File: src/sv/ole_pkg.sv
// Shared types and constants for the ordered list engine.
// Used by ole_cell, ole_prio and ordered_list_engine; depends on nothing.
package ole_pkg;

  // List storage size and derived widths
  localparam int CAPACITY = 128;
  localparam int IDX_W    = $clog2(CAPACITY);
  localparam int CNT_W    = $clog2(CAPACITY + 1);
  localparam int POS_W    = 8;
  localparam int VAL_W    = 32;
  localparam int OUT_W    = 8;
  localparam int CMP_W    = ((CNT_W > POS_W) ? CNT_W : POS_W) + 1;

  // Priority encoder grouping for search
  localparam int GRP        = 8;
  localparam int GRP_W      = 3;
  localparam int NUM_GROUPS = (CAPACITY + GRP - 1) / GRP;
  localparam int GSEL_W     = (NUM_GROUPS > 1) ? $clog2(NUM_GROUPS) : 1;

  typedef enum logic [1:0] {
    MODE_APPEND = 2'd0,
    MODE_INSERT = 2'd1,
    MODE_DELETE = 2'd2,
    MODE_SEARCH = 2'd3
  } mode_e;

  typedef enum logic [1:0] {
    ST_OK     = 2'd0,
    ST_BADPOS = 2'd1,
    ST_FULL   = 2'd2
  } status_e;

  // What a cell does with its entry this cycle
  typedef enum logic [1:0] {
    CELL_HOLD  = 2'd0,
    CELL_LOAD  = 2'd1,
    CELL_LEFT  = 2'd2,
    CELL_RIGHT = 2'd3
  } cell_op_e;

  typedef struct packed {
    cell_op_e op;
    logic     srch;
    logic     live;
  } cell_ctrl_t;

  typedef struct packed {
    mode_e              mode;
    logic [POS_W-1:0]   position;
    logic signed [VAL_W-1:0] value;
  } in_item_t;

  typedef struct packed {
    status_e            status;
    logic [OUT_W-1:0]   found_position;
    logic [OUT_W-1:0]   list_length;
  } out_item_t;

endpackage

File: src/sv/ole_cell.sv
// One storage cell of the list: holds one entry, shifts with its neighbours
// and compares against the search key. Depends on ole_pkg.
module ole_cell (
  input  logic                         clk_i,
  input  ole_pkg::cell_ctrl_t          ctrl_i,
  input  logic [ole_pkg::VAL_W-1:0]    left_i,
  input  logic [ole_pkg::VAL_W-1:0]    right_i,
  input  logic [ole_pkg::VAL_W-1:0]    value_i,
  output logic [ole_pkg::VAL_W-1:0]    entry_o,
  output logic                         match_o
);

  logic [ole_pkg::VAL_W-1:0] entry_d, entry_q;
  logic                      match_d, match_q;

  // Pick the next entry: hold, load, or take from a neighbour
  always_comb begin
    case (ctrl_i.op)
      ole_pkg::CELL_LOAD:  entry_d = value_i;
      ole_pkg::CELL_LEFT:  entry_d = left_i;
      ole_pkg::CELL_RIGHT: entry_d = right_i;
      default:             entry_d = entry_q;
    endcase
  end

  // Capture the compare result only on a search
  assign match_d = ctrl_i.srch ? (ctrl_i.live && (entry_q == value_i)) : match_q;

  always_ff @(posedge clk_i) begin
    entry_q <= entry_d;
    match_q <= match_d;
  end

  assign entry_o = entry_q;
  assign match_o = match_q;

endmodule

File: config.mk
export PLATFORM = sky130hd
export DESIGN_NAME = ole_cell
export DESIGN_NICKNAME = d
export VERILOG_FILES = /design/src/sv/ole_pkg.sv /design/src/sv/ole_cell.sv
export SDC_FILE = /design/constraint.sdc
export NUM_CORES = 1
export LEC_CHECK = 0
export ABC_CLOCK_PERIOD_IN_PS = 2100
export BUFFER_PORTS_ARGS = -buffer_cell sky130_fd_sc_hd__buf_2
export CORE_AREA = 2 2 101 74
export DETAILED_ROUTE_END_ITERATION = 16
export DIE_AREA = 0 0 103 76
export HOLD_SLACK_MARGIN = 0.1
export PLACE_DENSITY = 0.61
export SYNTH_ARGS = -nofsm -noshare
export SYNTH_HDL_FRONTEND = slang
export SYNTH_SLANG_ARGS = --single-unit
File: constraint.sdc
create_clock -name clk_i -period 2.1 [get_ports clk_i]
set_clock_uncertainty 0.2 [all_clocks]
set_input_delay 0.42 -clock clk_i [delete_from_list [all_inputs] [get_ports clk_i]]
set_output_delay 0.42 -clock clk_i [all_outputs]
set_load 0.05 [all_outputs]
Yosys cells after proc, flatten, opt, wreduce, memory -nomap -nowiden
Cells that the tools add are included.
- reductions and logical operators: 2
- muxes and demuxes: 1
- equality and inequality tests: 4
- operators with widths (cell ; number):
    $pmux W32 S3 ; 1
    $eq A32 B32 Y1 ; 1
    $eq A2 B2 Y1 const B ; 2
    $reduce_bool A3 Y1 ; 1
    $eq A2 B1 Y1 const B ; 1
    $logic_and A1 B1 Y1 ; 1
- bits of input ports: 101
- register bits after elaboration: 33
- logic and storage cells: 9

Depth between registers and ports, before layout
- word-level depth: 2
- depth in mapped cells: 4
- mapped depth without buffers: 4

Least setup slack after synthesis
OpenSTA, ideal clock, no wires.
- kind: input to register
- from: input port ctrl_i[2] (netlist name)
- to: register entry_q, in the netlist entry_o[0], enable pin
- path slack: 264 ps
- data required time: 1525 ps
- data arrival time: 1262 ps
- stages on the path: 3
- cell sequence: buf_2 > buf_4 > or2_2
- word-level cells in the longest chain between the ends: 2
- elaborated cells between the ends (all ways): 4
- ends and longest elaborated chain (element ; RTL line ; source):
    start, declared ; ole_cell.sv:5 ; input ole_pkg::cell_ctrl_t ctrl_i,
    $eq A2 B2 Y1 or $eq A2 B1 Y1 (tied branches) ; ole_cell.sv:18 ; case (ctrl_i.op)
    $reduce_bool A3 Y1 (no line) (*) ; n/a ;
    end signal, assigned ; ole_cell.sv:30 ; entry_q <= entry_d;
    end, declared ; ole_cell.sv:13 ; logic [ole_pkg::VAL_W-1:0] entry_d, entry_q;
Every way passes the cells marked *; elsewhere a longest branch is shown, timed or not.
A chain may end at the register's enable or synchronous reset.

Final worst setup path
- from: register entry_q, in the netlist entry_o[24]
- to: register match_q (netlist: match_o) (data pin)
- word-level cells in the longest chain between the ends: 2
- ends and longest elaborated chain (element ; RTL line ; source):
    $eq A32 B32 Y1 ; ole_cell.sv:27 ; assign match_d = ctrl_i.srch ? (ctrl_i.live && (entry_q == value_i)) : match_q;
    $logic_and A1 B1 Y1 ; ole_cell.sv:27 ;
    end signal, assigned ; ole_cell.sv:31 ; match_q <= match_d;
    end, declared ; ole_cell.sv:14 ; logic match_d, match_q;
No other way between the ends.

==> results.md <==
- CTS tree: done
- # setup viols final: 0
- Largest family of logic cells by synthesized area: multiplexers
- Top cell type's share of synthesized area: 49.3%
- Post-CTS Resized: 0
- Worst Tran Pin Value: 0.788 ns
- Core area: 6960 um^2
- Hold path startpoint: ctrl_i[1]
- Number of synthesized register bits: 33
- Gr usage total: 13.2%
- Worst-Skew Late Latency: 0.28 ns
- Post-Layout Cell Count: roughly 420
- Worst min path class: input pin to register
- Commonest non-fill, non-tap cell in the layout: buf_2
- Worst path top cell family by delay: simple AND/OR/NAND/NOR gates
- RD Place Congestion: between 0.7 and 0.8
- Vias in the first global route: 1730
- CP Launch Point: entry_o[24]$_DFFE_PP_
- WP buf/inv: 1
- Synth unique cells: 16
- Mux share of post-synthesis cell area: 16.0%
- Slew headroom: 47.5%
- Post-synthesis simple-gate area fraction: about a tenth
- Area growth syn-to-layout: 43.3%
- TritonRoute pass-1 iters: 6
- CP max FO: 2
- Final min period: approximately 1.9 ns
- Post-synth top area cell: edfxtp_1
- Synthesized area: about 2000 um^2
- Pins over their slew limit: 0
- Setup CP Type: register to register
- Die height: 76 um
- Root buffer cell: clkbuf_8
- Via count of the routed design: about 1800
- CTS buffer count: 5
- DRC Markers: 0
- # placed instances: 409
- Compound-Gate Fraction of Synth Area: 7.98%
- CTS max path bufs: 2
- VDD IR-drop max: 0.290 mV
- Status: complete, no violations
- Sequential area share after synthesis: 49.3%
- FILL cells: between 700 and 800
- Syn nets: 286
- Crit start category: register
- CP max stage cell: nor4_1
- Setup tns final: 0 ns
- Most frequent cells in the layout: buf_2, edfxtp_1, mux2i_1, nor2_1, a21oi_1
- Largest stage delay, worst path: between 0.4 and 0.5 ns
- Detail Placement HPWL: 4.18 mm
- Hold WS: approximately 0.14 ns
- Period utilisation layout: 88.4%
- Avg Inst Size Synth: between 10 and 15 um^2
- Leakage power: 1.36 nW
- Synth Warn #: 0
- Fraction of layout cells with a size suffix above 1: a little under half
- Initial antenna violation count: 0
- Clock sinks: 33
- Crit. End Element: register
- Storage cell area: around 990 um^2
- Pwr dens: between 700 and 800 nW/um^2
- Post-Synthesis Cells: 185
- Xor-xnor portion of the synthesized cell area: 14.0%
- Arr. time, crit path: between 1.5 and 2 ns
- IO Count: 134
- F_max: 539 MHz
- Die area: 7830 um^2
- CTS HTree Levels: 2
- Die span in x: around 100 um
- Setup bufs post-CTS: 0
- Hold_buf cts: 0
- Synth area leaders: edfxtp_1, mux2i_1, xor2_1
- Avg WL per Cell: roughly 13 um
- Unrepaired setup endpoints after global routing: false
- Max-Cap Viols: 0
- GRT overflow: 0
- Multi-input gate area: 962 um^2
- WL final: 5.26 mm
- Initial Util: 28.8%
- Final #Nets: 419
- Critical Path RT: approximately 2.0 ns
- Largest net degree at the start of global routing: 65
- R2r startpoint: entry_o[24]$_DFFE_PP_
- N_diodes: 0
- I/O Buffers: 133
- Antenna-violating nets left: 0
- Row count: 26
- Hold Violations, Final: 0
- Routed vias/inst: 4.36
- Post-Synth Adder-Cell Area: 0%
- First-pass GRT wire length: 8.00 mm
- Worst path cell trace: xor2_1, nor4_1, buf_4, nand4_1, nor3_2
- Clock Pin Slew Worst Setup and Hold Paths: 0.07 ns
- Drt initial violations: 28
-- kinds of logic after synthesis --
| logic type | Yosys count |
|---|---|
| and+or+nand+nor | 45 |
| DFF | 33 |
| AOI/OAI and AO/OA | 32 |
| xor gates and xnor gates | 32 |
| muxes | 32 |
| buffers and inverters | 11 |
-- state kept, by name, indices dropped and copies added, names as in the netlist --
register and flops:
entry_o 32, match_o 1
-- worst paths after layout --
path | endpoint | slack, ns | depth (start not counted)
worst max-delay path | match_o$_DFFE_PP_ | 0.24 | 5
worst min register to register | match_o$_DFFE_PP_ | 0.56 | 3
worst min-delay path | match_o$_DFFE_PP_ | 0.14 | 1
worst max register to register | match_o$_DFFE_PP_ | 0.24 | 5
-- metrics by stage --
| step | utilization [%] | power, mW | worst slack [ns] | area (um^2) |
|---|---|---|---|---|
| 6_report | 41.3 | 2.11 | 0.244 | 2880 |
| 5_1_grt | 41.3 | 2.23 | 0.0236 | 2880 |
| 4_1_cts | 41.3 | 2.15 | 0.145 | 2880 |
| 3_5_place_dp | 39.8 | 1.55 | 0.0313 | 2770 |
| 3_3_place_gp | 39.8 | 1.55 | 0.0485 | 2770 |
| 2_1_floorplan | - | 1.33 | 0.264 | 2010 |
-- synthesized netlist by cell type --
cell type	n
clkbuf_1	4
edfxtp_1	33
xor2_1	31
or2_2	1
nor3_1	1
buf_2	2
nor2_1	32
nand4_1	1
nor4_1	7
buf_4	3
nor3_2	1
xnor2_1	1
buf_1	2
nand3_1	2
mux2i_1	32
a21oi_1	32
-- where the power goes --
group	internal, mW	switching (mW)	total (mW)
combinational	0.215	0.450	0.666
clock	0.350	0.233	0.583
sequential	0.817	0.0467	0.864
total	1.38	0.730	2.11
-- final cells by class --
class | instances | share of cell area [%]
Timing Repair Buffer | 137 | 24.2
Clock buffer | 6 | 2.52
Sequential cell | 33 | 34.4
Multi-Input combinational cell | 141 | 33.4
Clock inverter | 2 | 1.17
Tap cell | 98 | 4.26
-- per-layer routing --
layer | routed length [um] | vias to the layer above | track usage, %
met3 | 455 | 5 | 4.04
met2 | 2400 | 77 | 21.1
met4 | 34 | 0 | 3.16
met5 | 0 | - | 0
li1 | - | 931 | -
met1 | 2370 | 806 | 17.4
No activity file was read; power rests on OpenSTA's default activity.
