[src/sv/ole_pkg.sv]
// Shared types and constants for the ordered list engine.
// Used by ole_cell, ole_prio and ordered_list_engine; depends on nothing.
package ole_pkg;

  // List storage size and derived widths
  localparam int CAPACITY = 128;
  localparam int IDX_W    = $clog2(CAPACITY);
  localparam int CNT_W    = $clog2(CAPACITY + 1);
  localparam int POS_W    = 8;
  localparam int VAL_W    = 32;
  localparam int OUT_W    = 8;
  localparam int CMP_W    = ((CNT_W > POS_W) ? CNT_W : POS_W) + 1;

  // Priority encoder grouping for search
  localparam int GRP        = 8;
  localparam int GRP_W      = 3;
  localparam int NUM_GROUPS = (CAPACITY + GRP - 1) / GRP;
  localparam int GSEL_W     = (NUM_GROUPS > 1) ? $clog2(NUM_GROUPS) : 1;

  typedef enum logic [1:0] {
    MODE_APPEND = 2'd0,
    MODE_INSERT = 2'd1,
    MODE_DELETE = 2'd2,
    MODE_SEARCH = 2'd3
  } mode_e;

  typedef enum logic [1:0] {
    ST_OK     = 2'd0,
    ST_BADPOS = 2'd1,
    ST_FULL   = 2'd2
  } status_e;

  // What a cell does with its entry this cycle
  typedef enum logic [1:0] {
    CELL_HOLD  = 2'd0,
    CELL_LOAD  = 2'd1,
    CELL_LEFT  = 2'd2,
    CELL_RIGHT = 2'd3
  } cell_op_e;

  typedef struct packed {
    cell_op_e op;
    logic     srch;
    logic     live;
  } cell_ctrl_t;

  typedef struct packed {
    mode_e              mode;
    logic [POS_W-1:0]   position;
    logic signed [VAL_W-1:0] value;
  } in_item_t;

  typedef struct packed {
    status_e            status;
    logic [OUT_W-1:0]   found_position;
    logic [OUT_W-1:0]   list_length;
  } out_item_t;

endpackage

[src/sv/ole_prio.sv]
// Two-stage first-match encoder over the cell match bits.
// Stage one is registered per group of cells; depends on ole_pkg.
module ole_prio (
  input  logic                            clk_i,
  input  logic [ole_pkg::CAPACITY-1:0]    match_i,
  output logic                            hit_o,
  output logic [ole_pkg::IDX_W-1:0]       idx_o
);

  localparam int PAD_W = ole_pkg::NUM_GROUPS * ole_pkg::GRP;

  logic [PAD_W-1:0]                 padded;
  logic [ole_pkg::NUM_GROUPS-1:0]   any_d, any_q;
  logic [ole_pkg::GRP_W-1:0]        sub_d [ole_pkg::NUM_GROUPS];
  logic [ole_pkg::GRP_W-1:0]        sub_q [ole_pkg::NUM_GROUPS];

  assign padded = PAD_W'(match_i);

  // Lowest set bit within each group
  always_comb begin
    for (int g = 0; g < ole_pkg::NUM_GROUPS; g++) begin
      any_d[g] = 1'b0;
      sub_d[g] = '0;
      for (int b = ole_pkg::GRP - 1; b >= 0; b--) begin
        if (padded[g*ole_pkg::GRP + b]) begin
          any_d[g] = 1'b1;
          sub_d[g] = ole_pkg::GRP_W'(b);
        end
      end
    end
  end

  always_ff @(posedge clk_i) begin
    any_q <= any_d;
    for (int g = 0; g < ole_pkg::NUM_GROUPS; g++) begin
      sub_q[g] <= sub_d[g];
    end
  end

  // Lowest group with a hit, joined with its in-group offset
  always_comb begin
    logic [ole_pkg::GSEL_W-1:0] gsel;
    logic [ole_pkg::GRP_W-1:0]  sub;
    gsel  = '0;
    sub   = '0;
    hit_o = 1'b0;
    for (int g = ole_pkg::NUM_GROUPS - 1; g >= 0; g--) begin
      if (any_q[g]) begin
        hit_o = 1'b1;
        gsel  = ole_pkg::GSEL_W'(g);
        sub   = sub_q[g];
      end
    end
    idx_o = ole_pkg::IDX_W'({gsel, sub});
  end

endmodule

[config.mk]
export PLATFORM = sky130hd
export DESIGN_NAME = ole_prio
export DESIGN_NICKNAME = d
export VERILOG_FILES = /design/src/sv/ole_pkg.sv /design/src/sv/ole_prio.sv
export SDC_FILE = /design/constraint.sdc
export NUM_CORES = 1
export LEC_CHECK = 0
export ABC_AREA = 0
export BUFFER_PORTS_ARGS = -buffer_cell sky130_fd_sc_hd__clkbuf_2
export CAP_MARGIN = 10
export CORE_MARGIN = 2
export CORE_UTILIZATION = 47
export CTS_CLUSTER_SIZE = 8
export DETAILED_ROUTE_END_ITERATION = 10
export HOLD_SLACK_MARGIN = 0.15
export PLACE_DENSITY = 0.8
export RECOVER_POWER = 50
export SLEW_MARGIN = 40
export SYNTH_ARGS = -nofsm -noshare
export SYNTH_HDL_FRONTEND = slang
export SYNTH_SLANG_ARGS = --single-unit
[constraint.sdc]
create_clock -name clk_i -period 1.6 [get_ports clk_i]
set_input_delay 0.32 -clock clk_i [delete_from_list [all_inputs] [get_ports clk_i]]
set_output_delay 0.32 -clock clk_i [all_outputs]
set_load 0.02 [all_outputs]
# Word level (Yosys, flattened, before mapping)
# Memory sizes are Yosys's and may differ from the RTL's.
# Cells that the tools add are included.
# op_classes
reduce_logical	16
n_mux	192
# ops
cell	count
3-bit two-way mux	144
7-bit OR reduction	16
4-bit two-way mux	16
1-bit two-way mux	32
# word_totals
out_inout_bits	8
n_memories	1
elab_cells	225
ram_bits	48
reg_bits	16
in_bits	129
# memory_table
memory	depth	width	read_ports	rd_ports_with_merged_regs	write_ports	line	source
sub_q	16	3	16	0	16	ole_prio.sv:15	logic [ole_pkg::GRP_W-1:0] sub_q [ole_pkg::NUM_GROUPS];

# Logic depth before layout (Yosys ltp)
# depth
ltp_word	16
ltp_mapped	5
ltp_nobuf	5

# Worst setup path after synthesis
# OpenSTA, ideal clock, no wires.
# synth_timing
path_kind	register to output
from	register any_q[10] (netlist name)
to	output idx_o[1] (netlist name)
required_ps	1280
path_stages_with_launch	6
path_buffers	0
slack_ps	-222
arrival_time_ps	1502
path_cell_list	dfxtp_1 > nor2_1 > o221ai_1 > o211ai_1 > a31oi_1 > a211oi_1
# synth_between
elab_chain_cells	11
# synth_rtl
item	line	source
start: declaration	ole_prio.sv:13	logic [ole_pkg::NUM_GROUPS-1:0] any_d, any_q;
start signal: assignment	ole_prio.sv:34	any_q <= any_d;
3-bit two-way mux (11 in series)	ole_prio.sv:48	if (any_q[g]) begin
end: declaration	ole_prio.sv:7	output logic [ole_pkg::IDX_W-1:0] idx_o
# No other way between the ends.

# Final worst setup path
# layout_timing
from	register any_q[13] (netlist name)
to	output idx_o[0] (netlist name)
# layout_between
elab_chain_cells	14
# layout_rtl
item	line
3-bit two-way mux (14 in series)	ole_prio.sv:48
# No other way between the ends.

==> metrics.txt <==
WP data arrival=between 1.5 and 2 ns; Clk pin slew, worst setup/hold paths=0.07 ns; Least-Margin Pin Slew=0.441 ns; TNS Setup=-3.36 ns; drt first pass iters=4; Startpoint Class=register; worst setup margin=-0.506 ns; # H-tree levels=3; post-synthesis register bit count=64; DRT Wirelength=approximately 7700 um; Comb pwr share=0.122; failing checks=negative setup slack; Synth Instances=385; yosys warns=0; CP endpoint kind=output port; main flop type after synthesis=dfxtp_1; Highest Clock Rate=475 MHz; first-pass GRT wire length=13000 um; Layout fillers=499; # nets final=just under 700; DP Worst Slack=-0.238 ns; # IOs=137; final-report hold violation count=0; mean number of vias per cell=5.27; crit path max fanout=6; worst path buffer plus inverter count=1; Worst Hold Launch=match_i[32]; global placer's final weighted congestion=0.855; largest net degree at the start of global routing=11; minimum clock period=2.11 ns; RSZ-0062 raised after global routing=yes; post-synth cell types=34; hold buffer count at cts=0; Leak=roughly 1.9 nW; end of the worst hold path=sub_q[0][12]; global route overflow=0; Net Sw Frac=0.227; Slowest cell on crit path=dfxtp_4; DRT antenna net count=0; DR WL/cell=12.3 um; Die ar.=0.00701 mm^2; data required time at the worst endpoint=1.28 ns; die height=83.7 um; total vias in the final route=3313; CTS Root Cell=clkbuf_8; GRT Util Overall=0.226; Placeable Area=0.00624 mm^2; CTS Sinks=64; CP top delay family=compound AO/OA/AOI/OAI gates; initial antenna violation count=0; most common cell in the netlist=dfxtp_1; Synth async-reset ratio=0; Internal=about 2.7 mW; Area contributors post-synth=dfxtp_1 43%, nor3_1 8.4%, nor4_1 6.7%; HPWL Detailed=6050 um; vias in the first global route=3196; register area share after synthesis=0.429; synthesized area=0.00299 mm^2; Buffers on Ports=between 100 and 150; worst hold slack=around 0.17 ns; CTS max path bufs=2; fin util=0.689; WS Path Type=reg2out; fraction of layout instances using a drive strength above 1=0.330; number of flops mapped to enable cells by yosys=0; Rel. slew slack=0.703; Iteration-0 DRC Markers=between 100 and 150; Syn Area/Cell=7.75 um^2; standard-cell row count=29; critical-path cell list=or2_4 -> a221oi_2 -> o31ai_1 -> a31oi_1 -> o211ai_1 -> buf_4; sequential share of power=0.482; worst hold path class=in2reg; Power Density=811 mW/mm^2; area of the multi-input gates=0.00172 mm^2; max cap viols=0; syn_nets=514; initial core utilization=0.478; Synth top area share=0.429; area grow syn2layout=44.0%; maximum vdd ir drop=0.548 mV; DIE WIDTH=about 84 um; final setup fails=8; clock power share=0.396; Max stage delay on crit path=0.36 ns; Synth area leader=dfxtp_1; Remaining DRCs=0; Synth top cells by count=64 x dfxtp_1, 50 x nor3_1, 42 x nor2_1; final period utilization=1.32; fin. max-slew vios=0; CTS tree=built; Register Area=0.00130 mm^2; worst hold stages=2; n_diodes=0; Psw=792 uW; CTS Buf Count=9; run status=finished, violations left
per-stage QoR:
step	instances	area (um^2)	power [mW]
6_report	629	4300	3.48
5_1_grt	629	4300	3.65
4_1_cts	628	4230	3.52
3_5_place_dp	612	3900	2.14
3_3_place_gp	612	3900	2.13
2_1_floorplan	385	3010	1.87
flip-flops by register name, summed over array words and instances (netlist names):
register and flops:
sub_q 48, any_q 16
per-layer routing:
metal  share of wire  up-vias  wire length, um  track usage
met3           0.061       23              475       0.0663
li1                -     1728                -            -
met1            0.42     1453             3290        0.266
met5               0        -                0            0
met2            0.48      109             3700        0.382
met4           0.035        0              274       0.0953
placed cells by master, fill, tap and decap left out, types with 3 or more instances in the layout:
master | synthesis | routed
a22oi_1 | 5 | 5
a21oi_1 | 36 | 35
nor2_4 | 0 | 4
o22ai_1 | 5 | 5
nand2_1 | 32 | 31
inv_1 | 37 | 37
o211ai_1 | 3 | 3
clkbuf_2 | 0 | 105
o21bai_1 | 16 | 16
dfxtp_4 | 0 | 3
nand2b_1 | 5 | 3
buf_6 | 0 | 6
clkbuf_1 | 1 | 23
a221oi_2 | 0 | 3
nor2_2 | 0 | 3
a31oi_1 | 5 | 4
nor3_1 | 50 | 48
clkbuf_8 | 0 | 13
dfxtp_2 | 0 | 5
buf_4 | 0 | 17
nor2b_1 | 23 | 22
nor4_1 | 32 | 32
dfxtp_1 | 64 | 56
nor2_1 | 42 | 35
power groups by stage:
stage               combinational, mW  sequential (mW)  clock (mW)
floorplan                       0.167             1.71           0
global placement                0.410             1.71           0
detailed placement              0.426             1.72           0
CTS                             0.432             1.68        1.41
global route                    0.490             1.68        1.48
finish                          0.426             1.68        1.38
cell type report:
cell class / count / share of cell area
clock inverter: 3 / 0.00931
timing repair buffer: 153 / 0.194
clock buffer: 12 / 0.0384
sequential: 64 / 0.302
tap: 77 / 0.0224
multi-input combinational: 283 / 0.401
inverter: 37 / 0.0323
cell families (layout without fill, tap and decap cells):
family / count (synthesis) / after routing / share of synthesized area
and+or+nand+nor: 194 / 194 / 0.329
buffers and inverters: 38 / 205 / 0.0478
AOI/OAI and AO/OA: 89 / 89 / 0.194
DFF: 64 / 64 / 0.429
how the worst max path moves through the flow:
stage	from	to	slack [ns]	depth (start not counted)
2_1_floorplan	any_q[11]	idx_o[3]	-0.1	5
3_3_place_gp	any_q[11]	idx_o[3]	-0.21	6
4_1_cts	any_q[15]	idx_o[3]	-0.55	6
3_5_place_dp	any_q[11]	idx_o[3]	-0.24	6
5_1_grt	any_q[15]	idx_o[3]	-0.59	6
6_report	any_q[13]	idx_o[0]	-0.51	6
timing repair:
item / CTS / global route
pin swaps: 12 / 5
buffers inserted: 1 / 1
resized for setup: 30 / 30
endpoints found under the setup margin: 8 / 8
Note: power is estimated with default switching activity, not from simulation.
